File: config.mk
export PLATFORM = sky130hd
export DESIGN_NAME = gcd_lcm_unit
export DESIGN_NICKNAME = d
export VERILOG_FILES = /design/src/hdl/gcdl_pkg.sv /design/src/hdl/gcd_lcm_unit.sv /design/src/hdl/gcdl_dp.sv /design/src/hdl/gcdl_ctrl.sv
export VERILOG_INCLUDE_DIRS = /design/src /design/src/hdl
export SDC_FILE = /design/constraint.sdc
export NUM_CORES = 1
export LEC_CHECK = 0
export ABC_AREA = 0
export BUFFER_PORTS_ARGS = -buffer_cell sky130_fd_sc_hd__buf_2
export CELL_PAD_IN_SITES_DETAIL_PLACEMENT = 1
export CELL_PAD_IN_SITES_GLOBAL_PLACEMENT = 1
export CORE_UTILIZATION = 40
export CTS_BUF_LIST = sky130_fd_sc_hd__clkbuf_2 sky130_fd_sc_hd__clkbuf_4 sky130_fd_sc_hd__clkbuf_8
export DETAILED_ROUTE_END_ITERATION = 16
export HOLD_SLACK_MARGIN = 0.05
export PLACE_DENSITY = 0.69
export SYNTH_ARGS = -nofsm -noshare
export SYNTH_HDL_FRONTEND = slang
export SYNTH_SLANG_ARGS = --single-unit
File: constraint.sdc
create_clock -name clk -period 8.09 [get_ports clk]
set_input_delay 1.2135 -clock clk [delete_from_list [all_inputs] [get_ports clk]]
set_output_delay 1.2135 -clock clk [all_outputs]
set_load 0.02 [all_outputs]
File: src/hdl/gcd_lcm_unit_defines.svh
// Assertion macros for the gcd_lcm_unit RTL.
`ifndef GCD_LCM_UNIT_DEFINES_SVH
`define GCD_LCM_UNIT_DEFINES_SVH

`ifndef SYNTHESIS

`define GCDL_ASSERT_SAME(label, clk, rst_n, ante, cons) \
  label: assert property (@(posedge clk) disable iff (!rst_n) (ante) |-> (cons)) \
    else $error("gcd_lcm_unit assertion failed");

`define GCDL_ASSERT_NEXT(label, clk, rst_n, ante, cons) \
  label: assert property (@(posedge clk) disable iff (!rst_n) (ante) |=> (cons)) \
    else $error("gcd_lcm_unit assertion failed");

`else

`define GCDL_ASSERT_SAME(label, clk, rst_n, ante, cons)

`define GCDL_ASSERT_NEXT(label, clk, rst_n, ante, cons)

`endif

`endif

File: src/hdl/gcdl_pkg.sv
// Shared constants, state encoding and control/status types of the GCD/LCM unit.
package gcdl_pkg;

  localparam int WIDTH   = 16;
  localparam int IN_W    = 16;
  localparam int RES_W   = 32;
  localparam int K_W     = (WIDTH > 1) ? $clog2(WIDTH) : 1;
  localparam int CNT_W   = $clog2(WIDTH + 1);
  localparam int PROD_W  = 2 * WIDTH;

  typedef enum logic [2:0] {
    ST_IDLE,
    ST_GCD,
    ST_DIV,
    ST_MUL,
    ST_DONE
  } state_t;

  typedef struct packed {
    logic load;
    logic gcd_step;
    logic div_init;
    logic div_step;
    logic mul;
    logic load_out;
  } ctrl_cmd_t;

  typedef struct packed {
    logic zero_op;
    logic gcd_eq;
    logic lcm;
    logic div_done;
  } dp_status_t;

endpackage

File: src/hdl/gcd_lcm_unit.sv
// GCD / LCM unit: one 16-bit operand pair per transfer, one 32-bit result per
// transfer. The GCD is found with a binary (shift-and-subtract) iteration; the
// LCM then divides the first operand by the GCD in a restoring divider and
// multiplies the quotient by the second operand. One item is in work at a time,
// from transfer in to result. A zero operand returns result 0 with the error
// flag set. The result sits in an output register, so the next item is taken
// while a finished result still waits for its transfer out.
`include "gcd_lcm_unit_defines.svh"

module gcd_lcm_unit (
  input  logic                          clk,
  input  logic                          rst_n,
  input  logic                          in_tvalid,
  output logic                          in_tready,
  input  logic [2*gcdl_pkg::IN_W-1:0]   in_tdata,   // operand_a, operand_b
  input  logic                          in_tuser,   // command
  output logic                          out_tvalid,
  input  logic                          out_tready,
  output logic [gcdl_pkg::RES_W-1:0]    out_tdata,  // result
  output logic                          out_tuser   // error
);

  gcdl_pkg::ctrl_cmd_t  cmd;
  gcdl_pkg::dp_status_t status;

  gcdl_ctrl u_ctrl (
    .clk        (clk),
    .rst_n      (rst_n),
    .in_tvalid  (in_tvalid),
    .in_tready  (in_tready),
    .out_tready (out_tready),
    .out_tvalid (out_tvalid),
    .status     (status),
    .cmd        (cmd)
  );

  gcdl_dp u_dp (
    .clk      (clk),
    .cmd      (cmd),
    .in_tdata (in_tdata),
    .in_tuser (in_tuser),
    .status   (status),
    .res_r    (out_tdata),
    .err_r    (out_tuser)
  );

  `GCDL_ASSERT_SAME(a_err_zero_result, clk, rst_n, out_tvalid && out_tuser, out_tdata == '0)
  `GCDL_ASSERT_SAME(a_ok_nonzero, clk, rst_n, out_tvalid && !out_tuser, out_tdata != '0)
  `GCDL_ASSERT_NEXT(a_busy_after_accept, clk, rst_n, in_tvalid && in_tready, !in_tready)
  `GCDL_ASSERT_SAME(a_one_cmd, clk, rst_n, 1'b1, $onehot0(cmd))

endmodule

File: src/hdl/gcdl_dp.sv
// Datapath: binary GCD, restoring divider, multiplier and result register.
module gcdl_dp (
  input  logic                           clk,
  input  gcdl_pkg::ctrl_cmd_t            cmd,
  input  logic [2*gcdl_pkg::IN_W-1:0]    in_tdata,
  input  logic                           in_tuser,
  output gcdl_pkg::dp_status_t           status,
  output logic [gcdl_pkg::RES_W-1:0]     res_r,
  output logic                           err_r
);

  localparam int W = gcdl_pkg::WIDTH;

  logic [W-1:0]                 a_r;
  logic [W-1:0]                 b_r;
  logic                         lcm_r;
  logic [W-1:0]                 x_r;
  logic [W-1:0]                 y_r;
  logic [gcdl_pkg::K_W-1:0]     k_r;
  logic [W-1:0]                 g_r;
  logic [W:0]                   rem_r;
  logic [W-1:0]                 quo_r;
  logic [gcdl_pkg::CNT_W-1:0]   cnt_r;
  logic [gcdl_pkg::PROD_W-1:0]  prod_r;

  logic [W-1:0]                 x_nxt;
  logic [W-1:0]                 y_nxt;
  logic [gcdl_pkg::K_W-1:0]     k_nxt;
  logic [W:0]                   shifted;
  logic [W:0]                   diff;
  logic [gcdl_pkg::RES_W-1:0]   res_nxt;
  logic                         zero_op;

  assign zero_op = (a_r == '0) || (b_r == '0);

  always_comb begin
    x_nxt = x_r;
    y_nxt = y_r;
    k_nxt = k_r;
    if (!x_r[0] && !y_r[0]) begin
      x_nxt = x_r >> 1;
      y_nxt = y_r >> 1;
      k_nxt = k_r + 1'b1;
    end else if (!x_r[0]) begin
      x_nxt = x_r >> 1;
    end else if (!y_r[0]) begin
      y_nxt = y_r >> 1;
    end else if (x_r > y_r) begin
      x_nxt = (x_r - y_r) >> 1;
    end else begin
      y_nxt = (y_r - x_r) >> 1;
    end
  end

  assign shifted = {rem_r[W-1:0], quo_r[W-1]};
  assign diff    = shifted - {1'b0, g_r};

  always_comb begin
    if (zero_op) begin
      res_nxt = '0;
    end else if (lcm_r) begin
      res_nxt = gcdl_pkg::RES_W'(prod_r);
    end else begin
      res_nxt = gcdl_pkg::RES_W'(g_r);
    end
  end

  always_ff @(posedge clk) begin
    if (cmd.load) begin
      a_r   <= W'(in_tdata[gcdl_pkg::IN_W-1:0]);
      b_r   <= W'(in_tdata[2*gcdl_pkg::IN_W-1:gcdl_pkg::IN_W]);
      x_r   <= W'(in_tdata[gcdl_pkg::IN_W-1:0]);
      y_r   <= W'(in_tdata[2*gcdl_pkg::IN_W-1:gcdl_pkg::IN_W]);
      k_r   <= '0;
      lcm_r <= in_tuser;
    end else if (cmd.gcd_step) begin
      x_r <= x_nxt;
      y_r <= y_nxt;
      k_r <= k_nxt;
    end
    if (cmd.div_init) begin
      g_r   <= x_r << k_r;
      rem_r <= '0;
      quo_r <= a_r;
      cnt_r <= '0;
    end else if (cmd.div_step) begin
      if (!diff[W]) begin
        rem_r <= diff;
        quo_r <= {quo_r[W-2:0], 1'b1};
      end else begin
        rem_r <= shifted;
        quo_r <= {quo_r[W-2:0], 1'b0};
      end
      cnt_r <= cnt_r + 1'b1;
    end
    if (cmd.mul) begin
      prod_r <= gcdl_pkg::PROD_W'(quo_r) * gcdl_pkg::PROD_W'(b_r);
    end
    if (cmd.load_out) begin
      res_r <= res_nxt;
      err_r <= zero_op;
    end
  end

  always_comb begin
    status.zero_op  = zero_op;
    status.gcd_eq   = (x_r == y_r);
    status.lcm      = lcm_r;
    status.div_done = (cnt_r == gcdl_pkg::CNT_W'(W));
  end

endmodule

File: src/hdl/gcdl_ctrl.sv
// Controller: sequences load, GCD, divide, multiply and result hand-off.
module gcdl_ctrl (
  input  logic                  clk,
  input  logic                  rst_n,
  input  logic                  in_tvalid,
  output logic                  in_tready,
  input  logic                  out_tready,
  output logic                  out_tvalid,
  input  gcdl_pkg::dp_status_t  status,
  output gcdl_pkg::ctrl_cmd_t   cmd
);

  gcdl_pkg::state_t state_r;
  gcdl_pkg::state_t state_nxt;
  logic             out_valid_r;
  logic             out_valid_nxt;
  logic             out_free;

  assign out_free   = !out_valid_r || out_tready;
  assign out_tvalid = out_valid_r;

  always_comb begin
    state_nxt = state_r;
    unique case (state_r)
      gcdl_pkg::ST_IDLE: begin
        if (in_tvalid) state_nxt = gcdl_pkg::ST_GCD;
      end
      gcdl_pkg::ST_GCD: begin
        if (status.zero_op) begin
          state_nxt = gcdl_pkg::ST_DONE;
        end else if (status.gcd_eq) begin
          state_nxt = status.lcm ? gcdl_pkg::ST_DIV : gcdl_pkg::ST_DONE;
        end
      end
      gcdl_pkg::ST_DIV: begin
        if (status.div_done) state_nxt = gcdl_pkg::ST_MUL;
      end
      gcdl_pkg::ST_MUL: begin
        state_nxt = gcdl_pkg::ST_DONE;
      end
      gcdl_pkg::ST_DONE: begin
        if (out_free) state_nxt = gcdl_pkg::ST_IDLE;
      end
      default: begin
        state_nxt = gcdl_pkg::ST_IDLE;
      end
    endcase
  end

  always_comb begin
    cmd       = '0;
    in_tready = 1'b0;
    unique case (state_r)
      gcdl_pkg::ST_IDLE: begin
        in_tready = 1'b1;
        cmd.load  = in_tvalid;
      end
      gcdl_pkg::ST_GCD: begin
        cmd.div_init = !status.zero_op && status.gcd_eq;
        cmd.gcd_step = !status.zero_op && !status.gcd_eq;
      end
      gcdl_pkg::ST_DIV: begin
        cmd.div_step = !status.div_done;
      end
      gcdl_pkg::ST_MUL: begin
        cmd.mul = 1'b1;
      end
      gcdl_pkg::ST_DONE: begin
        cmd.load_out = out_free;
      end
      default: begin
        cmd = '0;
      end
    endcase
  end

  always_comb begin
    out_valid_nxt = out_valid_r;
    if (cmd.load_out) begin
      out_valid_nxt = 1'b1;
    end else if (out_tready) begin
      out_valid_nxt = 1'b0;
    end
  end

  always_ff @(posedge clk) begin
    if (!rst_n) begin
      state_r     <= gcdl_pkg::ST_IDLE;
      out_valid_r <= 1'b0;
    end else begin
      state_r     <= state_nxt;
      out_valid_r <= out_valid_nxt;
    end
  end

endmodule

Word level (Yosys, flattened, before mapping):

Index checks and enable logic that the tools add are counted.

* register bits: 191
* bits of input ports: 37
* output and inout port bits: 35
* word-level logic and storage cells: 96

* add/subtract/negate cells: 5
* $mul: 1
* $lt $le $gt $ge: 1
* eq/ne operators: 13
* shifts and indexed selects: 1
* mux-type cells: 32
* bitwise operators: 1
* reductions and logical operators: 24

Operators by type and width (number)
* 2-to-1 mux 16 bit: 16
* logical NOT 16 bit: 2
* multiplier 16 x 16 -> 32 bit: 1
* subtractor 16 bit: 2
* 2-to-1 mux 3 bit: 6
* subtractor 17 x 16 -> 17 bit: 1
* == test 16 bit: 1
* greater-than comparator 16 bit: 1
* left shift 16 x 4 -> 16 bit: 1
* one-hot mux 3 bit (5 select lines): 1
* inequality test 4 bit (second input constant): 3
* 2-to-1 mux 1 bit: 8
* == test 3 x 2 -> 1 bit (second input constant): 2
* logical NOT 1 bit: 6
* AND reduction 3 bit: 2
* nonzero test 2 bit: 3
* adder 5 x 1 -> 5 bit (second input constant): 1
* == test 5 bit (second input constant): 1
* adder 4 x 1 -> 4 bit (second input constant): 1
* inequality test 2 x 1 -> 1 bit (second input constant): 2
* AND reduction 2 bit: 2
* AND reduction 4 bit: 1
* == test 3 x 1 -> 1 bit (second input constant): 1
* == test 3 bit (second input constant): 1
* 9 further kinds: 12

Longest topological paths before layout:

* word-level depth: 7
* mapped depth: 23
* gate-level depth less buffers: 21

By module:

From an unflattened synthesis, not the netlist that was laid out.

* cell total of the unflattened synthesis: 1976
* area total of the unflattened synthesis: 19088.3 um2

Modules (own cells, without submodules)
* gcdl_dp: times used 1, cells each 1945, area each 18818.0 um2, seq. area each 5365.1 um2
* gcdl_ctrl: times used 1, cells each 31, area each 270.3 um2, seq. area each 80.1 um2

Least setup slack after synthesis:

No wires, ideal clock.

* kind: register to register
* from: register u_dp.b_r[7]
* to: register u_dp.prod_r[31] (netlist name), data pin
* setup time: 0.261 ns
* arrival time: 5.509 ns
* data required time: 7.829 ns
* path slack: 2.320 ns
* cell stages (with the launch flop): 21
* buffers on the path: 3
* period minus slack after synthesis: 5.770 ns
* path through: edfxtp_1 -> clkbuf_1 -> clkbuf_1 -> nand2_1 -> fa_1 -> inv_1 -> fa_1 -> fa_1 -> fa_1 -> fa_1 -> inv_1 -> fa_1 -> inv_1 -> ha_1 -> clkbuf_1 -> nand4_1 -> o21ai_0 -> or3b_2 -> o2111ai_1 -> o211ai_1 -> xnor2_1

* cells in the longest elaborated chain, start to end: 1

Ends and longest elaborated chain
* start, declared: line gcdl_dp.sv:15 `logic [W-1:0] b_r;`
* start signal, assigned: line gcdl_dp.sv:71 `b_r <= W'(in_tdata[2*gcdl_pkg::IN_W-1:gcdl_pkg::IN_W]);`
* multiplier 16 x 16 -> 32 bit: line gcdl_dp.sv:97 `prod_r <= gcdl_pkg::PROD_W'(quo_r) * gcdl_pkg::PROD_W'(b_r);`
* end signal, assigned: line gcdl_dp.sv:97
* end, declared: line gcdl_dp.sv:24 `logic [gcdl_pkg::PROD_W-1:0] prod_r;`

No other way between the ends.
A chain may end at the register's enable or synchronous reset.

Worst setup path after layout:

* from: register u_dp.quo_r[7]
* to: register u_dp.prod_r[26] (netlist name), data pin

* cells in the longest elaborated chain, start to end: 1

Ends and longest elaborated chain
* start, declared: line gcdl_dp.sv:22 `logic [W-1:0] quo_r;`
* start signal, assigned: line gcdl_dp.sv:84 `quo_r <= a_r;`
* start signal, assigned: line gcdl_dp.sv:89 `quo_r <= {quo_r[W-2:0], 1'b1};`
* start signal, assigned: line gcdl_dp.sv:92 `quo_r <= {quo_r[W-2:0], 1'b0};`
* multiplier 16 x 16 -> 32 bit: line gcdl_dp.sv:97

No other way between the ends.

==> summary.txt <==
Outcome
  – Outcome: completed

Setup path
  – Critical path required time: 8.44 ns
  – Crit end category: flip-flop
  – Slowest-stage cell, CP: edfxtp_1
  – Crit path top cell by count: fa_1
  – CP Buf/Inv Count: 2
  – Critical path's largest stage delay: 0.75 ns
  – Crit Path Max Fanout: 17
  – Critical path's top delay family: adder cells
  – CP arrival: 6.84 ns
  – WS Path Type: flip-flop to flip-flop
  – Crit-path cells: and2_1, fa_1, inv_1, fa_1, fa_1, fa_1, inv_1, fa_1, fa_1, ha_1, a211oi_1, o21ai_0, o211ai_1, o21ai_1, a21oi_1, o21ai_0, xnor2_1
  – Type of origin of the critical path: flip-flop

Route
  – DRT Pass-1 Iters: 5
  – Post-route ant nets: 0
  – DR vias: 14466
  – Vias/cell: 5.45
  – WL final: 53800 um
  – Post-route DRC violation count: 0
  – 1st-iter DRT viols: 832
  – Wire length per cell: 20.3 um

Finish
  – Commonest non-fill, non-tap cell in the layout: inv_1
  – Finished Core Util: 0.434
  – Nets: 2422
  – Most frequent cells in the layout: inv_1 (290), nand2_1 (277), fa_1 (197)
  – Filler cells: 5436
  – Proportion of layout cells with a drive suffix above 1: 0.0689
  – Layout area overhead: 6.36%

Logic synthesis
  – Largest family of logic cells by synthesized area: adder cells
  – Post-Syn Area per Cell: 9.44 um2
  – Async SR Flop Fraction: 0
  – Post-synthesis simple-gate area fraction: 0.161
  – Cells after synthesis: 2032
  – Post-Syn Area: 19200 um2
  – Syn_nets: 2421
  – Synth Flop Type: edfxtp_1
  – Multiplexer share of the synthesized area: 0.0301
  – Register area share after synthesis: 0.284
  – Post-synthesis xor/xnor area fraction: 0.0293
  – Post-synth cell types: 74
  – EDFF count, synth: 162
  – Synth Area in Compound Gates: 0.111
  – YS warnings: 0
  – Adder-cell share of the synthesized area: 0.307
  – Yosys reg bits: 191

Timing
  – Final count of negative-setup-slack endpoints: 0
  – Max_slew headroom: 0.225
  – Final Cycle Share: 0.803
  – Minimum clock period: 6.50 ns
  – Final Hold Viols: 0
  – Layout Skew: 0.0201 ns
  – Worst-Margin Slew: 1.16 ns
  – RSZ-0062 raised after global routing: no
  – Setup_tns: 0 ns
  – Slew Viols, Final: 0
  – Highest clock rate: 154 MHz

Global routing
  – Initial antenna violation count: 0
  – Largest net degree at the start of global routing: 40
  – Grt ovf: 0
  – First-pass GRT wire length: 87900 um
  – Number of global-route vias before repair: 16120
  – GRT Total Usage: 0.232

Die
  – Core Region: 47000 um2
  – Initial Utilization: 0.409
  – IO Pins: 72
  – DIE WIDTH: 221 um
  – Die Span Y: 221 um
  – Die ar.: 48800 um2
  – Rows: 79

CTS
  – CTS tree: yes
  – Setup bufs post-CTS: 0
  – CTS Root Cell: clkbuf_8
  – Clock Latency Late Sink: 0.58 ns
  – Hold Buf Count CTS: 0
  – Post-CTS Resized: 0
  – CTS Sinks: 191
  – Clock Pin Slew Worst Setup and Hold Paths: 0.12 ns
  – CTS Buf Count: 17
  – Htree depth: 4
  – Clock Path Buffers: 2

Min path
  – Hold Path Class: flip-flop to flip-flop

Place
  – PortBufs: 71
  – RePlAce Congestion: 0.885
  – Post-DP HPWL: 41800 um

Job
  – Max-capacitance violation count: 0
[synthesized netlist by cell type, types with 12 or more instances]
master | n | area, um2
edfxtp_1 | 162 | 4860
xnor2_1 | 41 | 359
a21o_1 | 17 | 128
nand4_1 | 12 | 75.1
ha_1 | 155 | 1940
a31oi_1 | 15 | 93.8
o21a_1 | 20 | 150
nand3_1 | 33 | 165
o21ai_1 | 12 | 60.1
a21oi_1 | 106 | 531
nand2_1 | 277 | 1040
inv_1 | 290 | 1090
buf_2 | 12 | 60.1
nor3_1 | 19 | 95.1
nor2_1 | 122 | 458
xor2_1 | 20 | 175
dfxtp_1 | 29 | 581
o21ai_0 | 68 | 340
nand2b_1 | 13 | 81.3
a211oi_1 | 13 | 97.6
and2_1 | 129 | 807
clkbuf_1 | 78 | 293
mux2i_1 | 42 | 420
fa_1 | 197 | 3940
[metal layers]
metal  track usage  share of wire  vias up
met3        0.0386          0.036      102
met4         0.110          0.043        0
li1              -              -     6723
met1         0.297           0.45     7333
met5             0              0        -
met2         0.383           0.47      308
[area by class of cell]
class,count,area [um2],share of cell area
multi-input combinational,1452,12300,0.601
clock buffer,17,234,0.0115
timing repair buffer,79,415,0.0204
inverter,292,1100,0.0537
antenna,1,2.50,0.000123
clock inverter,15,178,0.00871
sequential,191,5450,0.267
tap,607,759,0.0372
[sequential cells by signal, summed over array words and instances (netlist names)]
name / flops
u_ctrl.out_tvalid: 1
u_ctrl.state_r: 3
u_dp.a_r: 16
u_dp.b_r: 16
u_dp.cnt_r: 5
u_dp.err_r: 1
u_dp.g_r: 16
u_dp.k_r: 4
u_dp.lcm_r: 1
u_dp.prod_r: 32
u_dp.quo_r: 16
u_dp.rem_r: 16
u_dp.res_r: 32
u_dp.x_r: 16
u_dp.y_r: 16
[worst paths after layout]
kind                      start               to  slack (ns)  cells past startpoint
hold / removal    u_dp.rem_r[8]    u_dp.rem_r[8]        0.49                      2
setup / recovery  u_dp.quo_r[7]  u_dp.prod_r[26]        1.59                     17
hold reg to reg   u_dp.rem_r[8]    u_dp.rem_r[8]        0.49                      2
setup reg to reg  u_dp.quo_r[7]  u_dp.prod_r[26]        1.59                     17
[worst register-to-register path: stages (launching register included)]
cell	delay [ns]
edfxtp_1	0.75
and2_1	0.34
fa_1	0.56
inv_1	0.06
fa_1	0.47
fa_1	0.50
fa_1	0.54
inv_1	0.05
fa_1	0.51
fa_1	0.42
ha_1	0.37
a211oi_1	0.24
o21ai_0	0.12
o211ai_1	0.38
o21ai_1	0.33
a21oi_1	0.33
o21ai_0	0.15
xnor2_1	0.15
[kinds of logic (layout without fill, tap and decap cells)]
family,count (synthesis),count (layout)
buffers and inverters,389,403
xor gates and xnor gates,62,62
DFF,191,191
adders and majority gates,352,352
other,0,1
muxes,49,49
and+or+nand+nor,656,656
AOI/OAI and AO/OA,333,333
[through the flow]
stage	setup WS, ns	hold WS, ns	std cells	area, um2
2_1_floorplan	2.32	0.445	2032	19200
3_3_place_gp	1.82	0.464	2621	20000
3_5_place_dp	1.63	0.476	2621	20000
4_1_cts	1.62	0.497	2653	20400
5_1_grt	1.32	0.515	2653	20400
6_report	1.59	0.486	2654	20400
Power is not shown: default switching activity piles up to over one toggle a cycle in this logic, so the estimate is an artifact.
